## config.mk

```make
export PLATFORM = sky130hd
export DESIGN_NAME = bfscd_ctrl
export DESIGN_NICKNAME = d
export VERILOG_FILES = /design/src/rtl/bfscd_pkg.sv /design/src/rtl/bfscd_ctrl.sv
export SDC_FILE = /design/constraint.sdc
export NUM_CORES = 1
export LEC_CHECK = 0
export BUFFER_PORTS_ARGS = -buffer_cell sky130_fd_sc_hd__clkbuf_2
export CORE_AREA = 2 2 39 41
export CTS_CLUSTER_SIZE = 24
export DETAILED_ROUTE_END_ITERATION = 6
export DIE_AREA = 0 0 41 43
export PLACE_DENSITY = 0.56
export SLEW_MARGIN = 20
export SYNTH_ARGS = -nofsm -noshare
export SYNTH_HDL_FRONTEND = slang
export SYNTH_SLANG_ARGS = --single-unit
```

## constraint.sdc

```tcl
create_clock -name clk -period 1.7 [get_ports clk]
set_input_delay 0.17 -clock clk [delete_from_list [all_inputs] [get_ports clk]]
set_output_delay 0.17 -clock clk [all_outputs]
set_load 0.005 [all_outputs]
```

## src/rtl/bfscd_pkg.sv

```systemverilog
`timescale 1ns / 1ps
`default_nettype none
// ----------------------------------------------------------------------------
// bfscd_pkg: shared types and constants for the BFS cycle detector
// Sizes of the edge store and walk queue, field codes, and the
// command/status structs between controller and datapath.
// ----------------------------------------------------------------------------
package bfscd_pkg;

  localparam int MAX_VERTICES = 256;
  localparam int MAX_EDGES    = 1024;
  // each edge enqueues at most once per walk, plus the start vertex
  localparam int QUEUE_DEPTH  = 2 * MAX_EDGES;

  localparam int VID_W  = 8;                          // vertex id field
  localparam int CFG_W  = 9;                          // vertex_count register
  localparam int EA_W   = $clog2(MAX_EDGES);          // edge store index
  localparam int ECNT_W = $clog2(MAX_EDGES + 1);      // edge count
  localparam int QA_W   = $clog2(QUEUE_DEPTH);        // queue index
  localparam int QC_W   = $clog2(QUEUE_DEPTH + 1);    // queue head / tail
  localparam int ERR_W  = 2;
  localparam int ADDR_W = 3;
  localparam int DATA_W = 32;
  localparam int RIDX_W = ADDR_W - 2;

  // input mode codes
  localparam logic MODE_ADD    = 1'b0;
  localparam logic MODE_FINISH = 1'b1;

  // load_error codes
  localparam logic [ERR_W-1:0] ERR_NONE     = 2'd0;
  localparam logic [ERR_W-1:0] ERR_OVERFLOW = 2'd1;
  localparam logic [ERR_W-1:0] ERR_RANGE    = 2'd2;

  // register indexes
  localparam logic [RIDX_W-1:0] REG_VERTEX_COUNT = 1'b0;

  typedef struct packed {
    logic [VID_W-1:0] a;
    logic [VID_W-1:0] b;
  } bfscd_edge_t;

  typedef struct packed {
    logic edge_add;    // store an edge from the input transfer
    logic walk_init;   // start of evaluation: outer vertex counter to zero
    logic vtx_next;    // advance outer vertex counter
    logic walk_start;  // queue := {current outer vertex}
    logic deq;         // read queue head
    logic mark;        // mark dequeued vertex, start edge scan
    logic scan;        // edge scan running
    logic post;        // load result register, clear graph state
    logic found;       // cycle flag for post
  } bfscd_cmd_t;

  typedef struct packed {
    logic vtx_end;     // outer counter reached vertex_count
    logic vtx_seen;    // outer vertex already visited
    logic q_empty;
    logic deq_seen;    // dequeued vertex already visited
    logic scan_done;
    logic out_free;    // result register can take a new result
  } bfscd_sts_t;

endpackage
`default_nettype wire

```

## src/rtl/bfscd_ctrl.sv

```systemverilog
`timescale 1ns / 1ps
`default_nettype none
// ----------------------------------------------------------------------------
// bfscd_ctrl: sequencer for the BFS cycle detector
// Accepts edge and finish transfers, then steps the datapath through the
// outer vertex loop, queue dequeues and edge scans.
// ----------------------------------------------------------------------------
module bfscd_ctrl (
  input  wire logic                  clk,
  input  wire logic                  rst_n,
  input  wire logic                  in_valid,
  output logic                       in_stall,
  input  wire logic                  in_mode,
  input  wire bfscd_pkg::bfscd_sts_t sts,
  output bfscd_pkg::bfscd_cmd_t      cmd
);

  typedef enum logic [2:0] {
    S_LOAD,
    S_OUTER,
    S_DEQ,
    S_CHECK,
    S_SCAN,
    S_RESULT
  } state_t;

  state_t state_r, state_nxt;
  logic   found_r, found_nxt;

  always_comb begin
    cmd       = '0;
    state_nxt = state_r;
    found_nxt = found_r;
    unique case (state_r)
      S_LOAD: begin
        if (in_valid) begin
          if (in_mode == bfscd_pkg::MODE_FINISH) begin
            cmd.walk_init = 1'b1;
            found_nxt     = 1'b0;
            state_nxt     = S_OUTER;
          end else begin
            cmd.edge_add = 1'b1;
          end
        end
      end
      S_OUTER: begin
        if (sts.vtx_end) begin
          state_nxt = S_RESULT;
        end else if (sts.vtx_seen) begin
          cmd.vtx_next = 1'b1;
        end else begin
          cmd.walk_start = 1'b1;
          state_nxt      = S_DEQ;
        end
      end
      S_DEQ: begin
        if (sts.q_empty) begin
          cmd.vtx_next = 1'b1;
          state_nxt    = S_OUTER;
        end else begin
          cmd.deq   = 1'b1;
          state_nxt = S_CHECK;
        end
      end
      S_CHECK: begin
        if (sts.deq_seen) begin
          found_nxt = 1'b1;
          state_nxt = S_RESULT;
        end else begin
          cmd.mark  = 1'b1;
          state_nxt = S_SCAN;
        end
      end
      S_SCAN: begin
        cmd.scan = 1'b1;
        if (sts.scan_done) begin
          state_nxt = S_DEQ;
        end
      end
      S_RESULT: begin
        cmd.found = found_r;
        if (sts.out_free) begin
          cmd.post  = 1'b1;
          state_nxt = S_LOAD;
        end
      end
      default: begin
        state_nxt = S_LOAD;
      end
    endcase
  end

  always_ff @(posedge clk) begin
    if (!rst_n) begin
      state_r <= S_LOAD;
      found_r <= 1'b0;
    end else begin
      state_r <= state_nxt;
      found_r <= found_nxt;
    end
  end

  assign in_stall = (state_r != S_LOAD);

endmodule
`default_nettype wire

```

==> qor.csv <==
metric;value;unit
status;completed;
leakage;0.239;nW
endpoint_kind;output port;
clkLatencyLatePin;240;ps
hp-class;input pin to flop;
n_fill_cell;154;
syn_avg_cell_area;8.48;um^2
r2r.worst_path.cells;3;
cts.sinks;4;
seq_area_frac_synth;0.210;
hold_buffers;0;
place.gp.congestion;0.735;
fp-row-count;14;
netlist.area_leader.share;0.210;
start_kind;flop;
grt_use_total;0.0934;
synth_area;382;um^2
synth_enable_flop_cells;0;
syn_nets;55;
firstDrtPassIters;4;
yosysMostFrequentCell;dfxtp_1;
async_flop_share;0;
critPathMaxFanout;9;
vias_per_cell;5.01;
grt_pass1_wl;1180;um
root_buffer;clkbuf_4;
ant_nets;0;
design.die.area;1760;um^2
grt_start_max_net_pins;17;
clkTransAtPathRegs;40;ps
cts_buffers;3;
num_antenna_cells;0;
wl_per_cell;11.1;um
slew_viol_final;0;
cts_tree;done;
die-height;43;um
yosysWarnings;0;
hold_viol;0;
seq_area;80.1;um^2
layout_min_cycle_time;1580;ps
core;1380;um^2
criticalPathCategory;flop to output port;
worst_slew_margin_rel;0.652;
crit_required;1530;ps
skew;1.10;ps
synth_area_leader_cell;dfxtp_1;
synth.ff_latch_count;4;
htree_num_levels;1;
synth_ff_type;dfxtp_1;
synth.distinct_cells;30;
rsz0062_at_grt;no;
cap_viol_max_count;0;
finalCritPeriodShare;0.929;
dp_hpwl;717;um
power.density;1070;nW/um^2
io_pins;20;
grt_overflow;0;
fmax;633;MHz
drt_wl_total;889;um
finalNetCount;76;
initial_core_util;0.276;
worst_pin_slew;522;ps
first_global_vias;304;
syn_inst;45;
setup_tns;0;ps
synthTopCellsByArea;dfxtp_1 21%, nor3b_2 6.6%, buf_6 5.9%;
die_w;41;um
stdcell_count;80;
clk_path_buf_depth;2;
setup_viol;0;
ctsResizeCount;0;
vias;401;
drive_gt1_frac;0.484;
peakVddDrop;0.375;mV
min_delay_path_depth;3;
dpl.cell_count;77;
post_cts_buffers;0;
drc;0;
multi_input_area;260;um^2
antenna_found_initial;0;
drt_iter0_markers;13;
worstPathArrival;1410;ps
io_buffers;19;
area_growth;28.2;%
==> routing by layer <==
metal  global-route usage  up-vias  wire length (um)
li1                     -      206                 -
met1                0.119      177               404
met2                0.156       16               408
met3                    0        2                62
met4               0.0400        0                14
met5                    0        -                 0
==> sequential cells by signal, indices dropped and copies added (netlist names) <==
name,count
state_r,3
found_r,1
==> where the power goes <==
group,internal [W],switching [W]
Combinational,0.000115,0.000121
Clock,0.0000791,0.0000412
Sequential,0.000112,0.0000551
Total,0.000306,0.000218
==> layout by cell type (no fill, tap or decap) <==
cell	n
clkbuf_2	19
clkinv_1	1
nor3_2	1
a32oi_1	1
nor2_1	2
o21a_1	1
nor2b_1	2
a21oi_1	2
o211a_1	1
o21ai_1	1
inv_2	2
and3b_1	1
nor3b_1	2
o21ba_1	1
a41oi_1	1
dfxtp_1	4
and3_1	2
nand3_1	2
mux2i_1	1
and2b_1	1
nor3_1	1
nor3b_2	2
a211o_1	1
nor4b_1	2
a211oi_2	1
nor2_2	2
nand2_1	2
clkbuf_4	3
o21ai_2	1
o32ai_1	1
==> final cells by class <==
type / instances / share of cell area
Tap cell: 16 / 0.0409
Clock buffer: 3 / 0.0460
Sequential cell: 4 / 0.164
Timing Repair Buffer: 19 / 0.194
Multi-Input combinational cell: 35 / 0.532
Inverter: 3 / 0.0230
==> final timing paths <==
check,from,endpoint,slack [ps]
min reg2reg,found_r,found_r,580
max,state_r[0],cmd[3],120
min,rst_n,state_r[1],210
max reg2reg,state_r[2],state_r[0],360
==> cell families (layout without fill, tap and decap cells) <==
| logic type | count (synthesis) | count (layout) | share of synthesized area |
|---|---|---|---|
| buf+inv | 6 | 25 | 0.108 |
| flops | 4 | 4 | 0.210 |
| compound gates | 12 | 12 | 0.259 |
| simple gates | 22 | 22 | 0.397 |
| mux | 1 | 1 | 0.0262 |
==> worst max-delay path, stage by stage (launching register included) <==
cell      delay [ps]
dfxtp_1          480
clkinv_1         200
nor4b_1          320
clkbuf_2         160
==> metrics by stage <==
| stage | worst slack (ps) | utilization | total power [W] | instance area (um^2) | hold slack (ps) |
|---|---|---|---|---|---|
| finish | 121 | 0.354 | 0.000524 | 489 | 210 |
| CTS | 120 | 0.354 | 0.000524 | 489 | 213 |
| global placement | 382 | 0.337 | 0.000402 | 467 | 447 |
| floorplan | 617 | - | 0.000353 | 382 | 307 |
| global route | 26.1 | 0.354 | 0.000553 | 489 | 217 |
| detailed placement | 348 | 0.337 | 0.000405 | 467 | 453 |
Power figures use the tool's default switching activity.
